`config.mk`:
```
export PLATFORM = sky130hd
export DESIGN_NAME = hbl_ctrl
export DESIGN_NICKNAME = d
export VERILOG_FILES = /design/src/design/hbl_pkg.sv /design/src/design/hbl_ctrl.sv
export VERILOG_INCLUDE_DIRS = /design/src /design/src/design
export SDC_FILE = /design/constraint.sdc
export NUM_CORES = 1
export LEC_CHECK = 0
export BUFFER_PORTS_ARGS = -buffer_cell sky130_fd_sc_hd__buf_4
export CORE_AREA = 2 2 761 763
export DETAILED_ROUTE_END_ITERATION = 12
export DIE_AREA = 0 0 763 765
export PLACE_DENSITY = 0.3
export SKIP_CTS_REPAIR_TIMING = 1
export SYNTH_ARGS = -nofsm -noshare
export SYNTH_HDL_FRONTEND = slang
export SYNTH_SLANG_ARGS = --single-unit
export TNS_END_PERCENT = 100
```
`constraint.sdc`:
```
create_clock -name clk -period 12 [get_ports clk]
set_input_delay 2.4 -clock clk [delete_from_list [all_inputs] [get_ports clk]]
set_output_delay 2.4 -clock clk [all_outputs]
set_load 0.05 [all_outputs]
```
`src/design/hamming_ball_code_lookup_macros.svh`:
```
// Assertion macros used by the Hamming-ball lookup sequencer.
`ifndef HAMMING_BALL_CODE_LOOKUP_MACROS_SVH
`define HAMMING_BALL_CODE_LOOKUP_MACROS_SVH

// Implication checked on every rising clock edge outside reset.
`define HBL_ASSERT_IMP(label, clk, rst_n, ante, cons, msg) \
    label: assert property (@(posedge clk) disable iff (!rst_n) (ante) |-> (cons)) \
        else $error(msg);

// Implication checked in the cycle after the antecedent.
`define HBL_ASSERT_NEXT(label, clk, rst_n, ante, cons, msg) \
    label: assert property (@(posedge clk) disable iff (!rst_n) (ante) |=> (cons)) \
        else $error(msg);

`endif

```
`src/design/hbl_pkg.sv`:
```
// Package with the constants, codes and types of the Hamming-ball lookup.
`timescale 1ns / 1ps
package hbl_pkg;
    localparam int CODE_BITS   = 16;
    localparam int TABLE_DEPTH = 64;
    localparam int IN_CODE_W   = 16;
    localparam int ID_W        = 24;
    localparam int CNT_W       = $clog2(TABLE_DEPTH + 1);
    localparam int FLIP_W      = $clog2(CODE_BITS + 1);

    typedef enum logic [1:0] {
        CMD_CLEAR  = 2'd0,
        CMD_INSERT = 2'd1,
        CMD_QUERY  = 2'd2,
        CMD_NONE   = 2'd3
    } cmd_t;

    typedef enum logic [1:0] {
        ST_IDLE,
        ST_SEARCH,
        ST_REPLY
    } state_t;

    // Word handed along the chain: the flip pattern being searched and the
    // hit flags gathered so far. Each cell shifts its own flag in at the top,
    // so at the end of the chain bit i belongs to cell i.
    typedef struct packed {
        logic                   valid;
        logic                   final_pat;
        logic [CODE_BITS-1:0]   target;
        logic [1:0]             hdist;
        logic [TABLE_DEPTH-1:0] hits;
    } probe_t;
endpackage

```
`src/design/hbl_ctrl.sv`:
```
// Sequencer: command decode, flip enumeration, hit extraction and output register.
`timescale 1ns / 1ps
`include "hamming_ball_code_lookup_macros.svh"
module hbl_ctrl (
    input  logic                            clk,
    input  logic                            rst_n,
    input  logic                            in_valid,
    output logic                            in_stall,
    input  logic [1:0]                      command,
    input  logic [hbl_pkg::IN_CODE_W-1:0]   code,
    input  logic [hbl_pkg::ID_W-1:0]        entry_id,
    output logic [hbl_pkg::TABLE_DEPTH-1:0] wr_en,
    output logic [hbl_pkg::CODE_BITS-1:0]   wr_code,
    output logic [hbl_pkg::ID_W-1:0]        wr_id,
    output logic [hbl_pkg::TABLE_DEPTH-1:0] occupied,
    output logic                            advance,
    output hbl_pkg::probe_t                 probe,
    input  hbl_pkg::probe_t                 tail,
    input  logic [hbl_pkg::ID_W-1:0]        ids [hbl_pkg::TABLE_DEPTH],
    output logic                            out_valid,
    input  logic                            out_stall,
    output logic                            found,
    output logic [hbl_pkg::ID_W-1:0]        match_id,
    output logic [1:0]                      distance,
    output logic                            table_full,
    output logic                            last
);
    localparam int D  = hbl_pkg::TABLE_DEPTH;
    localparam int CB = hbl_pkg::CODE_BITS;

    hbl_pkg::state_t state_reg, state_next;
    logic [hbl_pkg::CNT_W-1:0]  count_reg, count_next;
    logic [CB-1:0]              qcode_reg;
    logic [hbl_pkg::FLIP_W-1:0] j_reg, j_next, k_reg, k_next;
    logic [1:0]                 phase_reg, phase_next;
    logic                       iss_reg, iss_next;
    logic                       full_flag_reg;

    // Pattern word taken from the end of the row, hits still to be sent.
    logic                       ex_valid_reg;
    logic [D-1:0]               ex_vec_reg;
    logic [1:0]                 ex_dist_reg;
    logic                       ex_final_reg;

    // Hit held back until it is known whether another one follows.
    logic                       pend_valid_reg;
    logic [hbl_pkg::ID_W-1:0]   pend_id_reg;
    logic [1:0]                 pend_dist_reg;

    logic                       o_valid_reg;
    logic                       o_found_reg, o_full_reg, o_last_reg;
    logic [hbl_pkg::ID_W-1:0]   o_id_reg;
    logic [1:0]                 o_dist_reg;

    logic                       accept, o_free, take, ex_go, ex_end, o_load, search_done;
    logic [D-1:0]               sel;
    logic [hbl_pkg::ID_W-1:0]   sel_id;
    logic [CB-1:0]              flip_pat;

    assign accept = in_valid && !in_stall;
    assign o_free = !o_valid_reg || !out_stall;

    // Lowest pending hit of the current pattern and its id.
    always_comb
    begin
        sel    = ex_vec_reg & (~ex_vec_reg + D'(1));
        sel_id = '0;
        for (int i = 0; i < D; i++)
        begin
            sel_id = sel_id | ({hbl_pkg::ID_W{sel[i]}} & ids[i]);
        end
    end

    // Current flip pattern: exact, single flip of j, or pair (j,k).
    always_comb
    begin
        flip_pat = '0;
        case (phase_reg)
            2'd1: flip_pat[j_reg[$clog2(CB)-1:0]] = 1'b1;
            2'd2:
            begin
                flip_pat[j_reg[$clog2(CB)-1:0]] = 1'b1;
                flip_pat[k_reg[$clog2(CB)-1:0]] = 1'b1;
            end
            default: flip_pat = '0;
        endcase
    end

    // The single flip of the top bit is the final pattern.
    assign search_done = (phase_reg == 2'd1 && j_reg == hbl_pkg::FLIP_W'(CB - 1));

    // Next-state logic.
    always_comb
    begin
        state_next = state_reg;
        count_next = count_reg;
        j_next     = j_reg;
        k_next     = k_reg;
        phase_next = phase_reg;
        iss_next   = iss_reg;
        case (state_reg)
            hbl_pkg::ST_IDLE:
            begin
                if (accept)
                begin
                    case (hbl_pkg::cmd_t'(command))
                        hbl_pkg::CMD_CLEAR: count_next = '0;
                        hbl_pkg::CMD_INSERT:
                        begin
                            if (count_reg < hbl_pkg::CNT_W'(D))
                            begin
                                count_next = count_reg + hbl_pkg::CNT_W'(1);
                            end
                            state_next = hbl_pkg::ST_REPLY;
                        end
                        hbl_pkg::CMD_QUERY:
                        begin
                            state_next = hbl_pkg::ST_SEARCH;
                            phase_next = 2'd0;
                            j_next     = '0;
                            k_next     = '0;
                            iss_next   = 1'b1;
                        end
                        default: state_next = hbl_pkg::ST_IDLE;
                    endcase
                end
            end
            hbl_pkg::ST_SEARCH:
            begin
                // Step through patterns in the required order.
                if (iss_reg && advance)
                begin
                    case (phase_reg)
                        2'd0: phase_next = 2'd1;
                        2'd1:
                        begin
                            if (search_done)
                            begin
                                iss_next = 1'b0;
                            end
                            else
                            begin
                                phase_next = 2'd2;
                                k_next     = j_reg + hbl_pkg::FLIP_W'(1);
                            end
                        end
                        default:
                        begin
                            if (k_reg == hbl_pkg::FLIP_W'(CB - 1))
                            begin
                                phase_next = 2'd1;
                                j_next     = j_reg + hbl_pkg::FLIP_W'(1);
                            end
                            else
                            begin
                                k_next = k_reg + hbl_pkg::FLIP_W'(1);
                            end
                        end
                    endcase
                end
                if (ex_end)
                begin
                    state_next = hbl_pkg::ST_REPLY;
                end
            end
            hbl_pkg::ST_REPLY:
            begin
                if (o_free)
                begin
                    state_next = hbl_pkg::ST_IDLE;
                end
            end
            default: state_next = hbl_pkg::ST_IDLE;
        endcase
    end

    // Output-side decisions.
    always_comb
    begin
        in_stall     = (state_reg != hbl_pkg::ST_IDLE);
        take         = !ex_valid_reg || (ex_vec_reg == '0);
        advance      = take || !tail.valid;
        ex_go        = (state_reg == hbl_pkg::ST_SEARCH) && ex_valid_reg
                       && (ex_vec_reg != '0) && (!pend_valid_reg || o_free);
        ex_end       = ex_valid_reg && ex_final_reg && (ex_vec_reg == '0);
        o_load       = (ex_go && pend_valid_reg)
                       || (state_reg == hbl_pkg::ST_REPLY && o_free);
        probe.valid     = (state_reg == hbl_pkg::ST_SEARCH) && iss_reg;
        probe.final_pat = search_done;
        probe.target    = qcode_reg ^ flip_pat;
        probe.hdist     = phase_reg;
        probe.hits      = '0;
        wr_code      = code[CB-1:0];
        wr_id        = entry_id;
        for (int i = 0; i < D; i++)
        begin
            wr_en[i]    = accept && (hbl_pkg::cmd_t'(command) == hbl_pkg::CMD_INSERT)
                          && (count_reg == hbl_pkg::CNT_W'(i));
            occupied[i] = (count_reg > hbl_pkg::CNT_W'(i));
        end
    end

    // Control registers.
    always_ff @(posedge clk or negedge rst_n)
    begin
        if (!rst_n)
        begin
            state_reg      <= hbl_pkg::ST_IDLE;
            count_reg      <= '0;
            j_reg          <= '0;
            k_reg          <= '0;
            phase_reg      <= '0;
            iss_reg        <= 1'b0;
            ex_valid_reg   <= 1'b0;
            ex_vec_reg     <= '0;
            ex_dist_reg    <= '0;
            ex_final_reg   <= 1'b0;
            pend_valid_reg <= 1'b0;
            o_valid_reg    <= 1'b0;
        end
        else
        begin
            state_reg <= state_next;
            count_reg <= count_next;
            j_reg     <= j_next;
            k_reg     <= k_next;
            phase_reg <= phase_next;
            iss_reg   <= iss_next;
            if (take)
            begin
                ex_valid_reg <= tail.valid;
                ex_vec_reg   <= tail.hits;
                ex_dist_reg  <= tail.hdist;
                ex_final_reg <= tail.final_pat;
            end
            else if (ex_go)
            begin
                ex_vec_reg <= ex_vec_reg & ~sel;
            end
            if (ex_go)
            begin
                pend_valid_reg <= 1'b1;
            end
            else if (state_reg == hbl_pkg::ST_REPLY && o_free)
            begin
                pend_valid_reg <= 1'b0;
            end
            if (o_load)
            begin
                o_valid_reg <= 1'b1;
            end
            else if (!out_stall)
            begin
                o_valid_reg <= 1'b0;
            end
        end
    end

    // Payload registers.
    always_ff @(posedge clk)
    begin
        if (accept)
        begin
            qcode_reg     <= code[CB-1:0];
            full_flag_reg <= (hbl_pkg::cmd_t'(command) == hbl_pkg::CMD_INSERT)
                             && (count_reg >= hbl_pkg::CNT_W'(D));
        end
        if (ex_go)
        begin
            pend_id_reg   <= sel_id;
            pend_dist_reg <= ex_dist_reg;
        end
        if (o_load)
        begin
            if (state_reg == hbl_pkg::ST_REPLY)
            begin
                // Final transaction: the held hit, or the single reply.
                o_found_reg <= pend_valid_reg;
                o_id_reg    <= pend_valid_reg ? pend_id_reg : '0;
                o_dist_reg  <= pend_valid_reg ? pend_dist_reg : 2'd0;
                o_full_reg  <= full_flag_reg;
                o_last_reg  <= 1'b1;
            end
            else
            begin
                o_found_reg <= 1'b1;
                o_id_reg    <= pend_id_reg;
                o_dist_reg  <= pend_dist_reg;
                o_full_reg  <= 1'b0;
                o_last_reg  <= 1'b0;
            end
        end
    end

    assign out_valid  = o_valid_reg;
    assign found      = o_found_reg;
    assign match_id   = o_id_reg;
    assign distance   = o_dist_reg;
    assign table_full = o_full_reg;
    assign last       = o_last_reg;

    // Checks on the sequencer.
    `HBL_ASSERT_IMP(a_count_range, clk, rst_n, 1'b1, count_reg <= hbl_pkg::CNT_W'(D), "count")
    `HBL_ASSERT_IMP(a_wr_onehot, clk, rst_n, 1'b1, $onehot0(wr_en), "more than one cell written")
    `HBL_ASSERT_IMP(a_no_accept_busy, clk, rst_n, state_reg != hbl_pkg::ST_IDLE, !accept, "busy")
    `HBL_ASSERT_IMP(a_pend_idle, clk, rst_n, state_reg == hbl_pkg::ST_IDLE, !pend_valid_reg, "hit")
    `HBL_ASSERT_NEXT(a_out_hold, clk, rst_n, out_valid && out_stall, out_valid && $stable(last), "hold")
endmodule

```
======== Word-level counts from Yosys, hierarchy flattened ========
Index checks and enable logic that the tools add are counted.
W data, S select, Z words.
storage, ports and cells
  output and inout port bits .............. 284
  word-level logic and storage cells ...... 470
  bits in registers ....................... 164
  input port bits ......................... 1666
operators by class
  reductions and logical operators ........ 108
  magnitude comparators ................... 70
  bitwise logic cells ..................... 133
  equal/unequal tests ..................... 87
  multiplexer cells ....................... 47
  $add $sub $neg .......................... 4
operators with widths
  kind                     count
  $and A24 B24 Y24         64
  $or A24 B24 Y24          63
  $eq A7 B6 Y1 const B     32
  $gt A7 B6 Y1 const B     32
  $and A64 B64 Y64         2
  $mux W64                 2
  $not A64 Y64             2
  $eq A7 B5 Y1 const B     16
  $gt A7 B5 Y1 const B     16
  $logic_and A1 B1 Y1      79
  $add A64 B1 Y64 const B  1
  $logic_not A64 Y1        1
  $reduce_bool A64 Y1      1
  $eq A7 B4 Y1 const B     8
  $gt A7 B4 Y1 const B     8
  $mux W24                 2
  $mux W5                  8
  $pmux W16 S2             1
  $pmux W5 S2              3
  $eq A7 B3 Y1 const B     4
  $gt A7 B3 Y1 const B     4
  $ne A2 B2 Y1 const B     11
  $mux W2                  10
  $reduce_and A6 Y1        3
  33 further kinds         76

======== Logic depth before layout (Yosys ltp) ========
Gate-level depths: netlist of run 1.
  depth after elaboration ................. 67
  mapped depth ............................ 14
  mapped depth without buffers ............ 10

======== Worst setup path before layout of run 1 ========
OpenSTA, ideal clock, no wires.
  path type ............................... input -> output
  from .................................... in command[0]
  to ...................................... out wr_en[18] in the netlist's numbering
  setup slack ............................. 5.039 ns
  path buffers ............................ 1
  stages on the path ...................... 6
  data arrival time ....................... 4.561 ns
  data required time ...................... 9.600 ns
  path through ............................ nor2b_1 and3_1 clkbuf_1 nand3_1 or3_1 nor3_1
on the way
  cells in the longest elaborated chain, start to end .. 3
ends and longest elaborated chain
  item                 RTL line         source
  from (decl)          hbl_ctrl.sv:9    input logic [1:0] command,
  $eq A2 B1 Y1         hbl_ctrl.sv:197  wr_en[i] = accept && (hbl_pkg::cmd_t'(command) == hbl_pkg::CMD_INSERT)
  $logic_and A1 B1 Y1  hbl_ctrl.sv:197
  $logic_and A1 B1 Y1  hbl_ctrl.sv:198  && (count_reg == hbl_pkg::CNT_W'(i));
  to (decl)            hbl_ctrl.sv:12   output logic [hbl_pkg::TABLE_DEPTH-1:0] wr_en,
No other way between the ends.

======== Worst setup path in the final report of run 1 ========
  from .................................... in command[1]
  to ...................................... out wr_en[57] in the netlist's numbering
The elaborated chain is that of the path after synthesis.

==> flow_summary.toml, run 1 <==
[outcome]
violations = "capacitance limit, slew limit"
status = "finished, violations left"

[global_routing]
grt_pass1_wl_um = 619200
grt_pass1_vias = 32670
grt-ovfl-total = 0
grt_max_degree = 59
antenna_found_initial = 549
grt_usage_pct = 18.05

[timing]
fin_crit_ns = 7.154
finalWorstSetupSlack_ns = 4.846
worstMarginPinSlew_ns = 1.810
final_hold_viol_count = 0
skew_ns = 0.03849
slew_headroom_pct = -20.67
period_share_pct = 59.62
fin_tns_setup_ns = 0
setup_viol = 0
rsz0062_at_grt = "no"
slew_viol_final = 5
clock.fmax_mhz = 139.8

[power_and_ir_drop]
switchingPower_w = 0.01042
leakage_nw = 17.20
power_frac_comb_pct = 86.5
p_seq_share_pct = 8.2
power_frac_clock_pct = 5.3
switching_share_pct = 72.19
finalPower_w = 0.01444
p_int_w = 0.004015
ir_worst_vdd_mv = 0.2529
power_density_nw_per_um2 = 321.8

[layout]
drive_above_1_share_pct = 51.38
finalNonFillerCells = 12190
largest_reg_flops = 64
final_net_count = 6097
area_growth_syn_to_layout_pct = 132.1
layout_common_cells = "2,097 x buf_4, 412 x nand2_1, 306 x a22oi_1, 121 x nor2_1, 117 x nand3_1"
mostFrequentLayoutCell = "buf_4"
final_core_util_pct = 7.794

[setup_path]
r2r_cells = 13
timing.rr.end = "pend_id_reg[8]$_DFFE_PP_"
worst_ep_required_time_ns = 9.60
arrival_ns = 4.75
crit_fanout = 10
ff2ff_setup_slack_ns = 5.45
crit_path_start_kind = "primary input"
timing.rr.start = "ex_vec_reg[1]$_DFFE_PN0P_"
end_kind = "output port"
criticalPathCategory = "primary input to output port"

[cts]
cts.sinks = 164
clk_pin_slew_ns = 0.08
numCtsBuffers = 21
clkLatencyLatePin_ns = 0.63
cts_root_buf = "clkbuf_16"
tritoncts = "built"
clockBufferDepth = 3
htreeDepth = 4

[placement]
preCtsSetupSlack_ns = 4.816
dp.cells = 11980
port_buffers = 1821
hpwl_um = 506100
place.gp.congestion = 0.9135

[synthesis]
async_flop_share_pct = 56.10
ys_types = 76
syn_area_per_cell_um2 = 7.569
synth_ff_type = "dfrtp_1"
synth_edf_count = 72
synth_seq_cells = 164
yosys_warnings = 0
syn_inst = 2554
syn_area_um2 = 19330
seq_area_frac_synth_pct = 23.09

[min_path]
min_to = "pend_dist_reg[0]$_DFFE_PP_"
min_path_cells = 0
hold_class = "flip-flop to flip-flop"
hp-start = "ex_dist_reg[0]$_DFFE_PN0P_"

[floorplanning]
ios = 1950
die-area_um2 = 583700
core_um2 = 575600
fp.dieW_um = 763
fp.dieH_um = 765
start_util_pct = 3.358
rows = 279

[detailed_routing]
drc = 0
ant_nets = 0
dr.first_iter.drc_count = 3693
wl_per_cell_um = 45.19
num_vias = 34980
wl_um = 551000
viasPerCell = 2.868
drtPass1Iterations = 6

[run]
maxCapViolations = 3
power groups by stage:
stage	logic (W)	registers, W	clock network [W]
3_3_place_gp	0.0132	0.00119	0
3_5_place_dp	0.0132	0.00119	0
2_1_floorplan	0.00354	0.00122	0
5_1_grt	0.0132	0.00121	0.000829
6_report	0.0125	0.00118	0.000765
4_1_cts	0.0132	0.00118	0.000840
cell type report:
type | count | area (um2)
Timing Repair Buffer | 2101 | 15830
Fill cell | 67840 | 530800
Clock buffer | 22 | 539.3
Antenna cell | 183 | 457.9
Inverter | 48 | 180.2
Sequential cell | 164 | 4468
Tap cell | 7587 | 9493
Multi-Input combinational cell | 2078 | 13790
Clock inverter | 11 | 102.6
cells in the mapped netlist (15+ instances only):
| cell type | count | area, um2 |
|---|---|---|
| buf_4 | 112 | 840.8 |
| nand4_1 | 85 | 531.8 |
| o22ai_1 | 17 | 106.4 |
| dfrtp_1 | 92 | 2302 |
| nor2_1 | 125 | 469.2 |
| or3_1 | 17 | 106.4 |
| a211oi_1 | 16 | 120.1 |
| and4_1 | 16 | 140.1 |
| nor4_1 | 41 | 256.5 |
| a221oi_1 | 73 | 639.4 |
| xnor2_1 | 18 | 157.7 |
| edfxtp_1 | 72 | 2162 |
| buf_2 | 37 | 185.2 |
| a21oi_1 | 27 | 135.1 |
| inv_1 | 47 | 176.4 |
| a22o_1 | 92 | 805.8 |
| clkbuf_1 | 154 | 578.1 |
| nor3_1 | 55 | 275.3 |
| ha_1 | 17 | 212.7 |
| and3_1 | 48 | 300.3 |
| a2111oi_0 | 19 | 166.4 |
| a221o_1 | 26 | 260.3 |
| or4_1 | 17 | 127.6 |
| nand3_1 | 118 | 590.6 |
| a32oi_1 | 15 | 131.4 |
| and2_1 | 23 | 143.9 |
| o21ai_0 | 113 | 565.5 |
| a222oi_1 | 98 | 980.9 |
| o311ai_0 | 17 | 148.9 |
| a22oi_1 | 311 | 2335 |
| nand2_1 | 413 | 1550 |
| nor2b_1 | 41 | 256.5 |
worst max path at each step:
| stage | start | endpoint | slack, ns | cells after the start |
|---|---|---|---|---|
| floorplan | command[0] | wr_en[18] | 5.04 | 6 |
| global placement | command[1] | wr_en[52] | 4.89 | 6 |
| detailed placement | command[1] | wr_en[59] | 4.82 | 6 |
| CTS | command[1] | wr_en[59] | 4.80 | 6 |
| global route | command[1] | wr_en[54] | 4.77 | 6 |
| finish | command[1] | wr_en[57] | 4.85 | 6 |
critical path, cell delays in order:
cell and delay (ns):
buf_4 0.16, nor2b_1 0.20, and3_1 0.54, nand3_1 0.82
nor2_1 0.34, buf_4 0.24
cells by family (layout without fill, tap and decap cells):
kind of cell / count (synthesis) / in the layout / synth area share (%)
and+or+nand+nor: 1063 / 1063 / 27.76
AOI/OAI and AO/OA: 910 / 910 / 36.84
buffers and inverters: 375 / 2182 / 10.08
DFF: 164 / 164 / 23.09
xor gates and xnor gates: 22 / 22 / 0.9967
adders and majority gates: 17 / 17 / 1.100
muxes: 2 / 2 / 0.1036
other: 1 / 247 / 0.01940
routing by layer:
metal	track usage, %	share of wire (%)
met1	19.56	37
met2	31.87	49
met3	8.403	11
met4	3.958	2.7
met5	0.4628	0.42
stage by stage:
| stage | area, um2 | hold WS (ns) |
|---|---|---|
| after global placement | 43720 | 0.4342 |
| final | 44870 | 0.4614 |
| after detailed placement | 43770 | 0.4445 |
| after global routing | 44670 | 0.4769 |
| after CTS | 44410 | 0.4652 |
| after floorplan | 19570 | 0.4248 |
(Power assumes the default switching activity.)
==> run 2: changes to the inputs <==
==> constraint.sdc (replaced) <==
create_clock -name clk -period 6.3 [get_ports clk]
set_input_delay 1.26 -clock clk [delete_from_list [all_inputs] [get_ports clk]]
set_output_delay 1.26 -clock clk [all_outputs]
set_load 0.05 [all_outputs]
==> flow_summary.toml, run 2 (synthesis results as in run 1) <==
[cts]
clkLatencyLatePin_ns = 0.64
htreeDepth = 4
cts.sinks = 164
numCtsBuffers = 21
clk_pin_slew_ns = 0.10
clockBufferDepth = 3
cts_root_buf = "clkbuf_16"
tritoncts = "built"

[layout]
drive_above_1_share_pct = 51.62
area_growth_syn_to_layout_pct = 134.7
layout_common_cells = "2,111 x buf_4, 412 x nand2_1, 305 x a22oi_1, 122 x nor2_1, 117 x nand3_1"
n_fill_cell = 67780
post-route-cell-area_um2 = 45380
multi_input_comb_area_um2 = 13730
mostFrequentLayoutCell = "buf_4"
largest_reg_flops = 64
regArea_um2 = 4468
final_net_count = 6136

[setup_path]
path_common_cell = "buf_4"
crit_path_max_incr_delay_ns = 0.97
criticalPathCategory = "flip-flop to output port"
arrival_ns = 4.22
ff2ff_setup_slack_ns = 0.94
path_cells = "nor4_1, nand4_1, buf_4, nor2_1, buf_4, a31o_2, buf_4"
cpMaxStageDelayCell = "nor4_1"
end_kind = "output port"
crit_path_start_kind = "flip-flop"
worst_ep_required_time_ns = 5.04
crit_fanout = 9

[floorplanning]
core_um2 = 575600
start_util_pct = 3.358
fp.dieW_um = 763
ios = 1950
rows = 279
die-area_um2 = 583700
fp.dieH_um = 765

[timing]
worstMarginPinSlew_ns = 1.317
rsz0062_at_grt = "no"
slew_headroom_pct = 9.944
setup_viol = 0
slew_viol_final = 0
finalWorstSetupSlack_ns = 0.8184
final_hold_viol_count = 0
fin_crit_ns = 5.482
clock.fmax_mhz = 182.4
period_share_pct = 87.01
fin_tns_setup_ns = 0
skew_ns = 0.04104

[placement]
place_area_um2 = 44290
place.gp.congestion = 0.9234
hpwl_um = 505800
preCtsSetupSlack_ns = 0.6353
port_buffers = 1821

[run]
maxCapViolations = 0

[global_routing]
grt_max_degree = 93
grt-ovfl-total = 0
grt_pass1_wl_um = 620000
grt_pass1_vias = 32860
grt_usage_pct = 18.00
antenna_found_initial = 548

[detailed_routing]
wl_um = 549800
drc = 0
wl_per_cell_um = 45.00
dr.first_iter.drc_count = 3855
viasPerCell = 2.902
ant_nets = 0
drtPass1Iterations = 8
num_vias = 35460

[power_and_ir_drop]
power_density_nw_per_um2 = 604.3
leakage_nw = 17.46
ir_worst_vdd_mv = 0.4560

[min_path]
hold_class = "flip-flop to flip-flop"

[outcome]
status = "finished clean"
==> run 2: cell count changes in the layout (fill, tap and decap cells not counted), moves of 2 or more <==
| cell | change |
|---|---|
| buf_12 | +25 |
| inv_6 | +3 |
| buf_4 | +14 |
| clkinv_2 | -2 |
| clkinv_4 | -3 |
| a21oi_2 | -2 |
| a21oi_1 | +2 |
| o21ai_0 | +2 |
| clkbuf_1 | +2 |
| diode_2 | -15 |
==> run 2: area by class of cell <==
type | instances | area share, %
Inverter | 48 | 0.3970
Sequential cell | 164 | 9.846
Clock buffer | 24 | 1.205
Antenna cell | 168 | 0.9264
Multi-Input combinational cell | 2078 | 30.26
Clock inverter | 9 | 0.2619
Timing Repair Buffer | 2140 | 36.18
Tap cell | 7587 | 20.92
==> run 2: final timing paths <==
check,from,to,cells after the start
hold / removal,ex_dist_reg[0]$_DFFE_PN0P_,pend_dist_reg[0]$_DFFE_PP_,0
hold reg to reg,ex_dist_reg[0]$_DFFE_PN0P_,pend_dist_reg[0]$_DFFE_PP_,0
max in group asynchronous,rst_n,ex_vec_reg[0]$_DFFE_PN0P_,2
setup reg to reg,ex_vec_reg[25]$_DFFE_PN0P_,pend_id_reg[11]$_DFFE_PP_,11
min in group asynchronous,rst_n,count_reg[3]$_DFFE_PN0P_,2
setup / recovery,ex_vec_reg[19]$_DFFE_PN0P_,advance,7
==> run 2: metrics by stage <==
stage | cells | util [%] | hold WS (ns) | power, W
after floorplan | 2617 | - | 0.4248 | 0.009063
after global placement | 12020 | 7.691 | 0.4586 | 0.02692
after global routing | 12150 | 7.853 | 0.4569 | 0.02869
final | 12220 | 7.883 | 0.4487 | 0.02742
after detailed placement | 12020 | 7.694 | 0.4636 | 0.02692
after CTS | 12050 | 7.810 | 0.4472 | 0.02861
==> run 2: critical path: cells and delay by family (launching register included) <==
kind | cells | cell delay [ns]
compound gates | 1 | 0.38
buf+inv | 3 | 0.93
flops | 1 | 0.49
simple gates | 3 | 1.76
==> run 2: per-layer routing <==
metal | track usage [%] | share of wire, % | vias to the layer above
met5 | 0 | 0.37 | -
met4 | 3.468 | 2.3 | 304
met3 | 8.139 | 11 | 826
met2 | 31.69 | 49 | 2814
met1 | 19.92 | 37 | 17450
li1 | - | - | 14070
==> run 2: power breakdown <==
group	internal [W]	total (W)	leakage (nW)	switching, W
clock network	0.000722	0.00153	0.325	0.000809
registers	0.00182	0.00236	1.89	0.000542
logic	0.00582	0.0235	15.2	0.0177
total	0.00836	0.0274	17.5	0.0191
